**config.mk**
```make
export PLATFORM = sky130hd
export DESIGN_NAME = touch_gesture_classifier_core_flat
export DESIGN_NICKNAME = d
export VERILOG_FILES = /design/src/tgc_pkg.sv /design/src/tgc_if.sv /design/src/tgc_cfg_regs.sv /design/src/tgc_tap_swipe.sv /design/src/tgc_slot_state.sv /design/src/tgc_wide_check.sv /design/src/touch_gesture_classifier_core.sv /design/src/flat_wrapper.sv
export SDC_FILE = /design/constraint.sdc
export NUM_CORES = 2
export LEC_CHECK = 0
export BUFFER_PORTS_ARGS = -buffer_cell sky130_fd_sc_hd__clkbuf_2
export CAP_MARGIN = 20
export CORE_UTILIZATION = 34
export DETAILED_ROUTE_END_ITERATION = 10
export PLACE_DENSITY = 0.5
export SYNTH_ARGS = -nofsm -noshare
export SYNTH_HDL_FRONTEND = slang
export SYNTH_SLANG_ARGS = --single-unit
```
**constraint.sdc**
```tcl
create_clock -name clk_i -period 23.9 [get_ports clk_i]
set_clock_uncertainty 0.05 [all_clocks]
set_input_delay 4.78 -clock clk_i [delete_from_list [all_inputs] [get_ports clk_i]]
set_output_delay 4.78 -clock clk_i [all_outputs]
set_load 0.01 [all_outputs]
```
**src/tgc_pkg.sv**
```systemverilog
// tgc_pkg: shared types, widths, codes and constants of the touch gesture classifier
// used by every file of the block; no dependencies
`timescale 1ns / 1ps

package tgc_pkg;

  // field and register widths
  localparam int unsigned RegW    = 12;
  localparam int unsigned PosW    = 12;
  localparam int unsigned OpW     = 2;
  localparam int unsigned SlotW   = 4;
  localparam int unsigned MaskW   = 12;
  localparam int unsigned CountW  = 6;
  localparam int unsigned CfgIdxW = 3;
  localparam int unsigned SqW     = 2 * PosW + 1;

  // divide by three through a reciprocal, exact for 12-bit operands
  localparam int unsigned Recip3      = 2731;
  localparam int unsigned Recip3Shift = 13;

  // fixed screen margins and counter limits
  localparam int unsigned TapEdge    = 100;
  localparam int unsigned CornerEdge = 150;
  localparam int unsigned TouchMax   = 63;
  localparam int unsigned FingerMax  = 31;

  // register reset values
  localparam int unsigned JitterRst = 20;
  localparam int unsigned LongRst   = 600;
  localparam int unsigned WidthRst  = 1404;
  localparam int unsigned HeightRst = 1872;
  localparam int unsigned WideRst   = 400;

  // derived threshold reset values
  localparam int unsigned WThirdRst  = WidthRst / 3;
  localparam int unsigned HThirdRst  = HeightRst / 3;
  localparam int unsigned WideSqRst  = (WideRst + 1) * (WideRst + 1);

  typedef enum logic [OpW-1:0] {
    OP_DOWN  = 2'd0,
    OP_UP    = 2'd1,
    OP_OTHER = 2'd2
  } op_e;

  typedef enum logic [CfgIdxW-1:0] {
    CFG_JITTER = 3'd0,
    CFG_LONG_H = 3'd1,
    CFG_LONG_V = 3'd2,
    CFG_WIDTH  = 3'd3,
    CFG_HEIGHT = 3'd4,
    CFG_WIDE   = 3'd5
  } cfg_idx_e;

  // thresholds as seen by the datapath
  typedef struct packed {
    logic [RegW-1:0] jitter;
    logic [RegW-1:0] long_h;
    logic [RegW-1:0] long_v;
    logic [RegW-1:0] height;
    logic [RegW-1:0] w_third;
    logic [RegW-1:0] w_two_thirds;
    logic [RegW-1:0] h_third;
    logic [RegW-1:0] h_two_thirds;
    logic [SqW-1:0]  wide_sq;
  } cfg_t;

  // finished gesture between the state stage and the distance stage
  typedef struct packed {
    logic [MaskW-1:0]  single_mask;
    logic              two_tap;
    logic [CountW-1:0] touches;
    logic [PosW-1:0]   sep_x;
    logic [PosW-1:0]   sep_y;
  } mid_t;

  // floor(v / 3) for a 12-bit value
  function automatic logic [RegW-1:0] third(input logic [RegW-1:0] v);
    logic [2*RegW-1:0] prod;
    prod = (2*RegW)'(v) * (2*RegW)'(Recip3);
    return RegW'(prod >> Recip3Shift);
  endfunction

endpackage

```
**src/tgc_if.sv**
```systemverilog
// tgc_if: valid/ready channels for touch events and gesture results
// depends on tgc_pkg for field widths
`timescale 1ns / 1ps

interface tgc_evt_if;
  logic                     valid;
  logic                     ready;
  logic [tgc_pkg::OpW-1:0]   op;
  logic [tgc_pkg::SlotW-1:0] slot;
  logic [tgc_pkg::PosW-1:0]  touch_x;
  logic [tgc_pkg::PosW-1:0]  touch_y;

  modport source (output valid, op, slot, touch_x, touch_y, input ready);
  modport sink (input valid, op, slot, touch_x, touch_y, output ready);
endinterface

interface tgc_res_if;
  logic                       valid;
  logic                       ready;
  logic [tgc_pkg::MaskW-1:0]  single_mask;
  logic                       two_tap;
  logic                       two_tap_wide;
  logic [tgc_pkg::CountW-1:0] touches_seen;

  modport source (output valid, single_mask, two_tap, two_tap_wide, touches_seen,
                  input ready);
  modport sink (input valid, single_mask, two_tap, two_tap_wide, touches_seen,
                output ready);
endinterface

```
**src/tgc_cfg_regs.sv**
```systemverilog
// tgc_cfg_regs: threshold registers and the thresholds derived from them
// depends on tgc_pkg
`timescale 1ns / 1ps

module tgc_cfg_regs (
  input  logic                         clk_i,
  input  logic                         rst_ni,
  input  logic                         cfg_we_i,
  input  logic [tgc_pkg::CfgIdxW-1:0]  cfg_idx_i,
  input  logic [tgc_pkg::RegW-1:0]     cfg_wdata_i,
  output tgc_pkg::cfg_t                cfg_o
);

  localparam int unsigned RegW = tgc_pkg::RegW;
  localparam int unsigned SqW  = tgc_pkg::SqW;

  logic [RegW-1:0] jitter_q, long_h_q, long_v_q, width_q, height_q, wide_q;
  logic [RegW-1:0] w_third_q, w_two_q, h_third_q, h_two_q;
  logic [SqW-1:0]  wide_sq_q;
  logic [RegW-1:0] w_third_d, h_third_d;
  logic [RegW:0]   wide_p1;
  logic [2*RegW+1:0] wide_prod;

  // register writes
  always_ff @(posedge clk_i or negedge rst_ni) begin
    if (!rst_ni) begin
      jitter_q <= RegW'(tgc_pkg::JitterRst);
      long_h_q <= RegW'(tgc_pkg::LongRst);
      long_v_q <= RegW'(tgc_pkg::LongRst);
      width_q  <= RegW'(tgc_pkg::WidthRst);
      height_q <= RegW'(tgc_pkg::HeightRst);
      wide_q   <= RegW'(tgc_pkg::WideRst);
    end else if (cfg_we_i) begin
      unique case (tgc_pkg::cfg_idx_e'(cfg_idx_i))
        tgc_pkg::CFG_JITTER: jitter_q <= cfg_wdata_i;
        tgc_pkg::CFG_LONG_H: long_h_q <= cfg_wdata_i;
        tgc_pkg::CFG_LONG_V: long_v_q <= cfg_wdata_i;
        tgc_pkg::CFG_WIDTH:  width_q  <= cfg_wdata_i;
        tgc_pkg::CFG_HEIGHT: height_q <= cfg_wdata_i;
        tgc_pkg::CFG_WIDE:   wide_q   <= cfg_wdata_i;
        default: ;
      endcase
    end
  end

  // screen thirds and squared wide distance
  assign w_third_d = tgc_pkg::third(width_q);
  assign h_third_d = tgc_pkg::third(height_q);
  assign wide_p1   = (RegW+1)'(wide_q) + (RegW+1)'(1);
  assign wide_prod = (2*RegW+2)'(wide_p1) * (2*RegW+2)'(wide_p1);

  always_ff @(posedge clk_i or negedge rst_ni) begin
    if (!rst_ni) begin
      w_third_q <= RegW'(tgc_pkg::WThirdRst);
      w_two_q   <= RegW'(2 * tgc_pkg::WThirdRst);
      h_third_q <= RegW'(tgc_pkg::HThirdRst);
      h_two_q   <= RegW'(2 * tgc_pkg::HThirdRst);
      wide_sq_q <= SqW'(tgc_pkg::WideSqRst);
    end else begin
      w_third_q <= w_third_d;
      w_two_q   <= {w_third_d[RegW-2:0], 1'b0};
      h_third_q <= h_third_d;
      h_two_q   <= {h_third_d[RegW-2:0], 1'b0};
      wide_sq_q <= wide_prod[SqW-1:0];
    end
  end

  always_comb begin
    cfg_o.jitter       = jitter_q;
    cfg_o.long_h       = long_h_q;
    cfg_o.long_v       = long_v_q;
    cfg_o.height       = height_q;
    cfg_o.w_third      = w_third_q;
    cfg_o.w_two_thirds = w_two_q;
    cfg_o.h_third      = h_third_q;
    cfg_o.h_two_thirds = h_two_q;
    cfg_o.wide_sq      = wide_sq_q;
  end

endmodule

```
**src/tgc_tap_swipe.sv**
```systemverilog
// tgc_tap_swipe: tap and swipe tests of a one-finger gesture
// depends on tgc_pkg
`timescale 1ns / 1ps

module tgc_tap_swipe (
  input  tgc_pkg::cfg_t               cfg_i,
  input  logic [tgc_pkg::PosW-1:0]    pos_x_i,
  input  logic [tgc_pkg::PosW-1:0]    pos_y_i,
  input  logic [tgc_pkg::PosW-1:0]    start_x_i,
  input  logic [tgc_pkg::PosW-1:0]    start_y_i,
  output logic [tgc_pkg::MaskW-1:0]   mask_o
);

  localparam int unsigned PosW = tgc_pkg::PosW;

  logic [PosW:0]   dx, dy;
  logic [PosW-1:0] ax, ay;
  logic            neg_x, neg_y, nz_x, nz_y;
  logic            tap, moved, horiz, vert;
  logic            y_low_ok, corner_ok;

  // movement and its magnitude
  assign dx    = (PosW+1)'(pos_x_i) - (PosW+1)'(start_x_i);
  assign dy    = (PosW+1)'(pos_y_i) - (PosW+1)'(start_y_i);
  assign neg_x = dx[PosW];
  assign neg_y = dy[PosW];
  assign ax    = PosW'(neg_x ? ((PosW+1)'(0) - dx) : dx);
  assign ay    = PosW'(neg_y ? ((PosW+1)'(0) - dy) : dy);
  assign nz_x  = (ax != '0);
  assign nz_y  = (ay != '0);

  // movement class
  assign tap   = (ax < cfg_i.jitter) && (ay < cfg_i.jitter);
  assign moved = (ax > cfg_i.jitter) || (ay > cfg_i.jitter);
  assign horiz = moved && (ax > ay);
  assign vert  = moved && (ay > ax);

  // lower left corner is excluded from the left tap
  assign y_low_ok  = ((PosW+1)'(pos_y_i) + (PosW+1)'(tgc_pkg::CornerEdge))
                     < (PosW+1)'(cfg_i.height);
  assign corner_ok = y_low_ok || (pos_x_i > PosW'(tgc_pkg::CornerEdge));

  always_comb begin
    mask_o = '0;
    // taps
    mask_o[0] = tap && (pos_y_i > PosW'(tgc_pkg::TapEdge)) && (pos_x_i < cfg_i.w_third)
                && corner_ok;
    mask_o[1] = tap && (pos_y_i > PosW'(tgc_pkg::TapEdge)) && (pos_x_i > cfg_i.w_two_thirds);
    mask_o[2] = tap && (pos_x_i > PosW'(tgc_pkg::TapEdge)) && (pos_y_i < cfg_i.h_third);
    mask_o[3] = tap && (pos_x_i > PosW'(tgc_pkg::TapEdge)) && (pos_y_i > cfg_i.h_two_thirds);
    // short swipes
    mask_o[4] = horiz && neg_x && (ax < cfg_i.long_h);
    mask_o[5] = horiz && !neg_x && nz_x && (ax < cfg_i.long_h);
    mask_o[6] = vert && neg_y && (ay < cfg_i.long_v);
    mask_o[7] = vert && !neg_y && nz_y && (ay < cfg_i.long_v);
    // long swipes
    mask_o[8]  = horiz && neg_x && (ax > cfg_i.long_h);
    mask_o[9]  = horiz && !neg_x && (ax > cfg_i.long_h);
    mask_o[10] = vert && neg_y && (ay > cfg_i.long_v);
    mask_o[11] = vert && !neg_y && (ay > cfg_i.long_v);
  end

endmodule

```
**src/tgc_slot_state.sv**
```systemverilog
// tgc_slot_state: per-slot touch points, finger and touch counters, gesture end
// depends on tgc_pkg and tgc_tap_swipe
`timescale 1ns / 1ps

module tgc_slot_state #(
  parameter int unsigned SLOT_COUNT = 16,
  parameter int unsigned COORD_BITS = 12
) (
  input  logic                        clk_i,
  input  logic                        rst_ni,
  input  logic                        step_i,
  input  logic [tgc_pkg::OpW-1:0]     op_i,
  input  logic [tgc_pkg::SlotW-1:0]   slot_i,
  input  logic [tgc_pkg::PosW-1:0]    pos_x_i,
  input  logic [tgc_pkg::PosW-1:0]    pos_y_i,
  input  tgc_pkg::cfg_t               cfg_i,
  output logic                        emit_o,
  output tgc_pkg::mid_t               mid_o
);

  localparam int unsigned PosW     = tgc_pkg::PosW;
  localparam int unsigned CountW   = tgc_pkg::CountW;
  localparam int unsigned SlotSpan = 1 << tgc_pkg::SlotW;
  localparam int unsigned NSlot    = (SLOT_COUNT < SlotSpan) ? SLOT_COUNT : SlotSpan;
  localparam int unsigned IdxW     = $clog2(NSlot);
  localparam int unsigned StoreW   = (COORD_BITS < PosW) ? COORD_BITS : PosW;
  localparam logic [PosW-1:0] CoordMask = PosW'((1 << StoreW) - 1);

  logic [StoreW-1:0] start_x_q [NSlot];
  logic [StoreW-1:0] start_y_q [NSlot];
  logic [StoreW-1:0] end_x_q [2];
  logic [StoreW-1:0] end_y_q [2];
  logic [CountW-1:0] fingers_q, fingers_d, finger_base;
  logic [CountW-1:0] touches_q, touches_d;

  logic              slot_ok, is_down, is_up;
  logic [IdxW-1:0]   idx;
  logic [PosW-1:0]   x_m, y_m, sx, sy;
  logic [PosW-1:0]   e0x, e0y, e1x, e1y;
  logic [PosW:0]     sep_dx, sep_dy;
  logic [tgc_pkg::MaskW-1:0] single_mask;

  // event decode
  assign slot_ok = (int'(slot_i) < SLOT_COUNT);
  assign is_down = slot_ok && (op_i == tgc_pkg::OP_DOWN);
  assign is_up   = slot_ok && (op_i == tgc_pkg::OP_UP);
  assign idx     = slot_i[IdxW-1:0];
  assign x_m     = pos_x_i & CoordMask;
  assign y_m     = pos_y_i & CoordMask;

  // start point of the lifting slot
  assign sx = PosW'(start_x_q[idx]);
  assign sy = PosW'(start_y_q[idx]);

  // point stores
  always_ff @(posedge clk_i or negedge rst_ni) begin
    if (!rst_ni) begin
      for (int i = 0; i < NSlot; i++) begin
        start_x_q[i] <= '0;
        start_y_q[i] <= '0;
      end
      for (int i = 0; i < 2; i++) begin
        end_x_q[i] <= '0;
        end_y_q[i] <= '0;
      end
    end else if (step_i) begin
      if (is_down) begin
        start_x_q[idx] <= StoreW'(x_m);
        start_y_q[idx] <= StoreW'(y_m);
      end
      if (is_up && (slot_i < tgc_pkg::SlotW'(2))) begin
        end_x_q[slot_i[0]] <= StoreW'(x_m);
        end_y_q[slot_i[0]] <= StoreW'(y_m);
      end
    end
  end

  // finger count clamps at minus one and restarts from zero on a down
  assign finger_base = fingers_q[CountW-1] ? '0 : fingers_q;

  always_comb begin
    fingers_d = fingers_q;
    touches_d = touches_q;
    if (is_down) begin
      fingers_d = (finger_base != CountW'(tgc_pkg::FingerMax)) ?
                  finger_base + CountW'(1) : finger_base;
      touches_d = (touches_q != CountW'(tgc_pkg::TouchMax)) ?
                  touches_q + CountW'(1) : touches_q;
    end else if (is_up) begin
      fingers_d = (fingers_q != '1) ? fingers_q - CountW'(1) : fingers_q;
      if (emit_o) begin
        touches_d = '0;
      end
    end
  end

  always_ff @(posedge clk_i or negedge rst_ni) begin
    if (!rst_ni) begin
      fingers_q <= '0;
      touches_q <= '0;
    end else if (step_i) begin
      fingers_q <= fingers_d;
      touches_q <= touches_d;
    end
  end

  // last finger lifts
  assign emit_o = is_up && (fingers_q == CountW'(1));

  tgc_tap_swipe u_tap_swipe (
    .cfg_i     (cfg_i),
    .pos_x_i   (x_m),
    .pos_y_i   (y_m),
    .start_x_i (sx),
    .start_y_i (sy),
    .mask_o    (single_mask)
  );

  // end points of slots zero and one, with this beat's point forwarded
  assign e0x = (is_up && (slot_i == tgc_pkg::SlotW'(0))) ? x_m : PosW'(end_x_q[0]);
  assign e0y = (is_up && (slot_i == tgc_pkg::SlotW'(0))) ? y_m : PosW'(end_y_q[0]);
  assign e1x = (is_up && (slot_i == tgc_pkg::SlotW'(1))) ? x_m : PosW'(end_x_q[1]);
  assign e1y = (is_up && (slot_i == tgc_pkg::SlotW'(1))) ? y_m : PosW'(end_y_q[1]);
  assign sep_dx = (PosW+1)'(e0x) - (PosW+1)'(e1x);
  assign sep_dy = (PosW+1)'(e0y) - (PosW+1)'(e1y);

  always_comb begin
    mid_o.single_mask = (touches_q == CountW'(1)) ? single_mask : '0;
    mid_o.two_tap     = (touches_q == CountW'(2));
    mid_o.touches     = touches_q;
    mid_o.sep_x       = PosW'(sep_dx[PosW] ? ((PosW+1)'(0) - sep_dx) : sep_dx);
    mid_o.sep_y       = PosW'(sep_dy[PosW] ? ((PosW+1)'(0) - sep_dy) : sep_dy);
  end

endmodule

```
**src/tgc_wide_check.sv**
```systemverilog
// tgc_wide_check: squared end-point distance of a two-finger gesture against the limit
// depends on tgc_pkg
`timescale 1ns / 1ps

module tgc_wide_check (
  input  tgc_pkg::mid_t  mid_i,
  input  tgc_pkg::cfg_t  cfg_i,
  output logic           wide_o
);

  localparam int unsigned PosW = tgc_pkg::PosW;
  localparam int unsigned SqW  = tgc_pkg::SqW;

  logic [2*PosW-1:0] sq_x, sq_y;
  logic [SqW-1:0]    dist_sq;

  // two squares in parallel, then one add and compare
  assign sq_x    = (2*PosW)'(mid_i.sep_x) * (2*PosW)'(mid_i.sep_x);
  assign sq_y    = (2*PosW)'(mid_i.sep_y) * (2*PosW)'(mid_i.sep_y);
  assign dist_sq = SqW'(sq_x) + SqW'(sq_y);
  assign wide_o  = mid_i.two_tap && (dist_sq >= cfg_i.wide_sq);

endmodule

```
**src/touch_gesture_classifier_core.sv**
```systemverilog
// touch_gesture_classifier_core: top level of the touch gesture classifier
// depends on tgc_pkg, tgc_if, tgc_cfg_regs, tgc_slot_state, tgc_wide_check
`timescale 1ns / 1ps

// Usage
//   evt_i carries touch events (op, slot, touch_x, touch_y); a beat is taken
//   when valid and ready are both high. Finger down, finger up and other codes
//   are accepted alike; only an up that lifts the last finger makes a result.
//   res_o carries one result beat per finished gesture: tap/swipe mask for a
//   one-touch gesture, two-tap and wide flags for two touches, touch count.
//   The cfg_* port writes a threshold register, with the block idle: the user
//   must keep it idle, as the block itself does not enforce this.
// Timing
//   An event waits in the input register, then updates the slot state, and a
//   result passes the finished gesture register and the distance stage into
//   the result register on res_o. One event per cycle is sustained while res_o
//   is not stalled; the slot state and two 12x12 squares set the per-cycle path.
// Reset and stalls
//   Reset restores the register defaults, clears all stored points and counts.
//   While res_o is stalled the two inner stages keep moving until they hold a
//   beat each; then evt_i ready drops until the result beat is taken.
//   Derived thresholds settle in the cycle after a register write.

module touch_gesture_classifier_core #(
  parameter int unsigned SLOT_COUNT = 16,
  parameter int unsigned COORD_BITS = 12
) (
  input  logic                         clk_i,
  input  logic                         rst_ni,
  tgc_evt_if.sink                      evt_i,
  tgc_res_if.source                    res_o,
  input  logic                         cfg_we_i,
  input  logic [tgc_pkg::CfgIdxW-1:0]  cfg_idx_i,
  input  logic [tgc_pkg::RegW-1:0]     cfg_wdata_i
);

  tgc_pkg::cfg_t cfg;
  tgc_pkg::mid_t mid_d, mid_q;

  logic                        in_vld_q;
  logic [tgc_pkg::OpW-1:0]     in_op_q;
  logic [tgc_pkg::SlotW-1:0]   in_slot_q;
  logic [tgc_pkg::PosW-1:0]    in_x_q, in_y_q;
  logic                        mid_vld_q;
  logic                        out_vld_q;
  logic [tgc_pkg::MaskW-1:0]   out_mask_q;
  logic                        out_two_q, out_wide_q;
  logic [tgc_pkg::CountW-1:0]  out_touch_q;

  logic out_free, mid_free, in_adv, in_free, emit, wide;

  // pipeline flow control
  assign out_free = !out_vld_q || res_o.ready;
  assign mid_free = !mid_vld_q || out_free;
  assign in_adv   = in_vld_q && mid_free;
  assign in_free  = !in_vld_q || mid_free;
  assign evt_i.ready = in_free;

  tgc_cfg_regs u_cfg_regs (
    .clk_i       (clk_i),
    .rst_ni      (rst_ni),
    .cfg_we_i    (cfg_we_i),
    .cfg_idx_i   (cfg_idx_i),
    .cfg_wdata_i (cfg_wdata_i),
    .cfg_o       (cfg)
  );

  // input register
  always_ff @(posedge clk_i or negedge rst_ni) begin
    if (!rst_ni) begin
      in_vld_q <= 1'b0;
    end else if (in_free) begin
      in_vld_q <= evt_i.valid;
    end
  end

  always_ff @(posedge clk_i) begin
    if (in_free && evt_i.valid) begin
      in_op_q   <= evt_i.op;
      in_slot_q <= evt_i.slot;
      in_x_q    <= evt_i.touch_x;
      in_y_q    <= evt_i.touch_y;
    end
  end

  tgc_slot_state #(
    .SLOT_COUNT (SLOT_COUNT),
    .COORD_BITS (COORD_BITS)
  ) u_slot_state (
    .clk_i   (clk_i),
    .rst_ni  (rst_ni),
    .step_i  (in_adv),
    .op_i    (in_op_q),
    .slot_i  (in_slot_q),
    .pos_x_i (in_x_q),
    .pos_y_i (in_y_q),
    .cfg_i   (cfg),
    .emit_o  (emit),
    .mid_o   (mid_d)
  );

  // finished gesture register
  always_ff @(posedge clk_i or negedge rst_ni) begin
    if (!rst_ni) begin
      mid_vld_q <= 1'b0;
    end else if (mid_free) begin
      mid_vld_q <= in_adv && emit;
    end
  end

  always_ff @(posedge clk_i) begin
    if (in_adv && emit) begin
      mid_q <= mid_d;
    end
  end

  tgc_wide_check u_wide_check (
    .mid_i  (mid_q),
    .cfg_i  (cfg),
    .wide_o (wide)
  );

  // result register
  always_ff @(posedge clk_i or negedge rst_ni) begin
    if (!rst_ni) begin
      out_vld_q <= 1'b0;
    end else if (out_free) begin
      out_vld_q <= mid_vld_q;
    end
  end

  always_ff @(posedge clk_i) begin
    if (out_free && mid_vld_q) begin
      out_mask_q  <= mid_q.single_mask;
      out_two_q   <= mid_q.two_tap;
      out_wide_q  <= wide;
      out_touch_q <= mid_q.touches;
    end
  end

  assign res_o.valid        = out_vld_q;
  assign res_o.single_mask  = out_mask_q;
  assign res_o.two_tap      = out_two_q;
  assign res_o.two_tap_wide = out_wide_q;
  assign res_o.touches_seen = out_touch_q;

endmodule

```
**src/flat_wrapper.sv**
```systemverilog
// flat-port wrapper written by rule: the top's interface ports become plain ports
module touch_gesture_classifier_core_flat 
#(
  parameter int unsigned SLOT_COUNT = 16,
  parameter int unsigned COORD_BITS = 12
)
  (clk_i, rst_ni, cfg_we_i, cfg_idx_i, cfg_wdata_i, evt_i_valid, evt_i_op, evt_i_slot, evt_i_touch_x, evt_i_touch_y, evt_i_ready, res_o_valid, res_o_single_mask, res_o_two_tap, res_o_two_tap_wide, res_o_touches_seen, res_o_ready);
  tgc_evt_if evt_i_i ();
  tgc_res_if res_o_i ();
  input  logic clk_i;
  input  logic rst_ni;
  input  logic cfg_we_i;
  input  logic [tgc_pkg::CfgIdxW-1:0] cfg_idx_i;
  input  logic [tgc_pkg::RegW-1:0] cfg_wdata_i;
  input wire logic [$bits(evt_i_i.valid)-1:0] evt_i_valid;
  input wire logic [$bits(evt_i_i.op)-1:0] evt_i_op;
  input wire logic [$bits(evt_i_i.slot)-1:0] evt_i_slot;
  input wire logic [$bits(evt_i_i.touch_x)-1:0] evt_i_touch_x;
  input wire logic [$bits(evt_i_i.touch_y)-1:0] evt_i_touch_y;
  output wire logic [$bits(evt_i_i.ready)-1:0] evt_i_ready;
  output wire logic [$bits(res_o_i.valid)-1:0] res_o_valid;
  output wire logic [$bits(res_o_i.single_mask)-1:0] res_o_single_mask;
  output wire logic [$bits(res_o_i.two_tap)-1:0] res_o_two_tap;
  output wire logic [$bits(res_o_i.two_tap_wide)-1:0] res_o_two_tap_wide;
  output wire logic [$bits(res_o_i.touches_seen)-1:0] res_o_touches_seen;
  input wire logic [$bits(res_o_i.ready)-1:0] res_o_ready;
  assign evt_i_i.valid = evt_i_valid;
  assign evt_i_i.op = evt_i_op;
  assign evt_i_i.slot = evt_i_slot;
  assign evt_i_i.touch_x = evt_i_touch_x;
  assign evt_i_i.touch_y = evt_i_touch_y;
  assign evt_i_ready = evt_i_i.ready;
  assign res_o_valid = res_o_i.valid;
  assign res_o_single_mask = res_o_i.single_mask;
  assign res_o_two_tap = res_o_i.two_tap;
  assign res_o_two_tap_wide = res_o_i.two_tap_wide;
  assign res_o_touches_seen = res_o_i.touches_seen;
  assign res_o_i.ready = res_o_ready;
  touch_gesture_classifier_core #(.SLOT_COUNT(SLOT_COUNT), .COORD_BITS(COORD_BITS)) u_core (.clk_i(clk_i), .rst_ni(rst_ni), .evt_i(evt_i_i), .res_o(res_o_i), .cfg_we_i(cfg_we_i), .cfg_idx_i(cfg_idx_i), .cfg_wdata_i(cfg_wdata_i));
endmodule
```
==> flow_summary.ini <==
[detailed_routing]
dr.first_iter.drc_count = 1777
wirelength_um = 127000
wl_per_cell_um = 19.0
viasPerCell = 4.89
vias = 32797
drc = 0
first_pass_iters = 5
ant_nets = 0

[synth]
ys.flop_type = dfrtp_1
syn-instance-count = 4607
postSynthAreaPerCell_um2 = 11.1
synth-async-reset-ratio_pct = 85.9
synth_edf_count = 93
yosysSeqAreaShare_pct = 33.3
synth.top_cell.area_share_pct = 25.7
synthTopCellsByArea = dfrtp_1 (26%), fa_1 (15%), ha_1 (13%), mux2_2 (8.7%), inv_1 (5.6%)
synth_area_um2 = 51000
ys_types = 83
synth_top_area_cell = dfrtp_1
ys_ff_latch = 658
yosysWarnings = 0

[critical_path]
critPathMaxStageDelay_ns = 0.18
crit_type = in2out
critical-path-top-delay-family = simple AND/OR/NAND/NOR gates
cpMaxStageDelayCell = nor2b_1
worstSetupEndpointType = primary output
path_max_fanout = 3
worstPathRequired_ns = 19.07
arrival_ns = 5.36
crit_chain = clkbuf_2 > nor2b_1 > nand3_1 > clkbuf_2
critPathBufInv = 2
crit_top_cell = clkbuf_2
crit_path_start_kind = input port

[sta]
setup_viol = 0
slew_headroom_pct = 25.6
max_clock_freq_ghz = 0.0981
min_period_ns = 10.19
worstMarginPinSlew_ns = 1.11
setup_tns_ns = 0
rsz0062_at_grt = false
slew_violations = 0
fin_crit_sh_pct = 42.6
hold_viol = 0
setup_slack_ns = 13.71

[grt]
antenna_found_initial = 2
grt_pass1_vias = 34493
overflow = 0
grt_max_degree = 171
grtUsageTotal_pct = 17.2
grt_pass1_wl_um = 201000

[power_and_ir_drop]
clkPwrFrac_pct = 14.8
switchingPower_mw = 3.86
peakVddDrop_v = 0.000195
sw_frac_of_total_pct = 45.5
power_frac_seq_pct = 18.8
p_total_mw = 8.49
intPower_mw = 4.62
p_leak_nw = 27.5
power_density_nw_per_um2 = 150
p_comb_share_pct = 66.5

[floorplan]
io_pins = 72
fp-row-count = 141
dieHeight_um = 389
die_w_um = 389
die_area_um2 = 152000
core_um2 = 148000
start_util_pct = 34.4

[clock_network]
ctsResizeCount = 0
clk_path_buf_depth = 3
cts_tree = done
cts_max_level = 3
numClockSinks = 658
path_clk_slew_ns = 0.06
clk_latency_ns = 0.68
cts-root-buf = clkbuf_16
post_cts_buffers = 0
ctsHoldBuffers = 0
cts_buffers = 80

[min_path]
hold_path.class = reg2reg

[cells_and_area]
syn2layout_area_growth_pct = 10.8
nets = 5602
drive_above_1_share_pct = 18.2
final_cell_mix = inv_1 (761), ha_1 (527), dfrtp_1 (524)
mostFrequentLayoutCell = inv_1

[placement]
port_buffers = 71
dpl.hpwl_um = 90800
gp_congestion = 0.849
pre_cts_ws_ns = 13.72

[flow_run]
drv_cap = 0

[outcome]
status = complete, no violations
==> worst paths after layout <==
kind                       cells past startpoint  slack [ns]                                             to                      startpoint
setup / recovery                               4       13.71                                    evt_i_ready                     res_o_ready
max in group asynchronous                      4       17.50  u_core.u_slot_state.start_x_q[81]$_DFFE_PN0P_                          rst_ni
hold reg to reg                                0        0.37          u_core.res_o.single_mask[1]$_DFFE_PP_  u_core.mid_q[32]$_SDFFCE_PP0P_
hold / removal                                 0        0.37          u_core.res_o.single_mask[1]$_DFFE_PP_  u_core.mid_q[32]$_SDFFCE_PP0P_
min in group asynchronous                      1        4.13       u_core.u_cfg_regs.wide_q[11]$_DFFE_PN0P_                          rst_ni
setup reg to reg                              27       15.35            u_core.res_o.two_tap_wide$_DFFE_PP_      u_core.mid_q[15]$_DFFE_PP_
==> cells by family after synthesis <==
group / after synthesis / synth area share [%]
AOI/OAI and AO/OA: 536 / 6.48
xor gates and xnor gates: 164 / 2.82
adders and majority gates: 913 / 28.1
buffers and inverters: 953 / 7.02
DFF: 658 / 33.3
muxes: 534 / 14.4
other: 2 / 0.0147
and+or+nand+nor: 847 / 7.92
==> metal layers <==
| metal | track usage [%] | vias up | share of wire [%] |
|---|---|---|---|
| met5 | 0 | - | 0 |
| met4 | 4.10 | 0 | 2.2 |
| met3 | 2.37 | 151 | 3.5 |
| met2 | 29.5 | 483 | 49 |
| met1 | 22.8 | 16702 | 45 |
| li1 | - | 15461 | - |
==> power groups by stage <==
stage	clock network [mW]	logic, mW	registers (mW)
after floorplan	0	4.14	1.56
after global placement	0	5.67	1.61
after detailed placement	0	5.69	1.61
after CTS	1.29	5.75	1.59
after global routing	1.33	6.45	1.62
final	1.25	5.64	1.59
==> cells in the mapped netlist (all sizes together) (28+ instances only) <==
| cell | number |
|---|---|
| nor2b | 39 |
| a21oi | 105 |
| nor2 | 201 |
| and2 | 82 |
| mux4 | 120 |
| a21o | 59 |
| o21ai | 223 |
| inv | 761 |
| nand2b | 37 |
| nand3 | 46 |
| ha | 527 |
| mux2 | 395 |
| nand4 | 37 |
| o21a | 28 |
| nor3 | 40 |
| edfxtp | 93 |
| dfstp | 41 |
| xor2 | 53 |
| fa | 386 |
| nand2 | 287 |
| clkbuf | 171 |
| dfrtp | 524 |
| xnor2 | 111 |
==> metrics by stage <==
stage | cell area (um^2) | std cells | hold WS [ns] | utilization (%)
finish | 56500 | 6708 | 0.367 | 38.1
global route | 56500 | 6706 | 0.374 | 38.1
CTS | 56500 | 6704 | 0.368 | 38.1
global placement | 53800 | 6556 | 0.355 | 36.2
floorplan | 51000 | 4613 | 0.350 | -
detailed placement | 53800 | 6557 | 0.355 | 36.2
==> worst register-to-register path: stages (launching register included) <==
cell	delay, ns
edfxtp_1	0.63
inv_1	0.26
nor2_1	0.31
fa_1	0.50
fa_1	0.54
inv_1	0.05
fa_1	0.47
fa_1	0.51
inv_1	0.05
fa_1	0.46
fa_1	0.55
inv_1	0.05
fa_1	0.58
inv_1	0.06
ha_1	0.34
a2111o_1	0.43
or2_0	0.22
o221ai_1	0.17
a21oi_1	0.14
o41ai_1	0.40
o21bai_1	0.13
xor2_1	0.16
ha_1	0.29
nand4_1	0.15
or4_1	0.54
a21oi_1	0.16
nor3_1	0.07
o21ai_0	0.16
==> state kept, by name (all words and copies together), names as in the netlist, 11 cells and up <==
register                       count
u_core.u_slot_state.end_y_q       24
u_core.u_cfg_regs.wide_sq_q       24
u_core.u_cfg_regs.height_q        12
u_core.u_cfg_regs.h_two_q         11
u_core.in_x_q                     12
u_core.u_slot_state.start_x_q    192
u_core.u_slot_state.start_y_q    192
u_core.u_slot_state.end_x_q       24
u_core.u_cfg_regs.width_q         12
u_core.u_cfg_regs.jitter_q        12
u_core.u_cfg_regs.long_h_q        12
u_core.res_o.single_mask          12
u_core.u_cfg_regs.w_third_q       11
u_core.u_cfg_regs.wide_q          12
u_core.mid_q                      43
u_core.in_y_q                     12
u_core.u_cfg_regs.long_v_q        12
==> final cells by class <==
class | instances | area [um^2]
fill | 14626 | 91800
multi-input combinational | 3002 | 30600
sequential | 658 | 17000
inverter | 763 | 2860
tap | 2002 | 2500
clock buffer | 118 | 2340
timing repair buffer | 134 | 888
clock inverter | 29 | 389
antenna | 2 | 5.00
(Power assumes the default switching activity.)
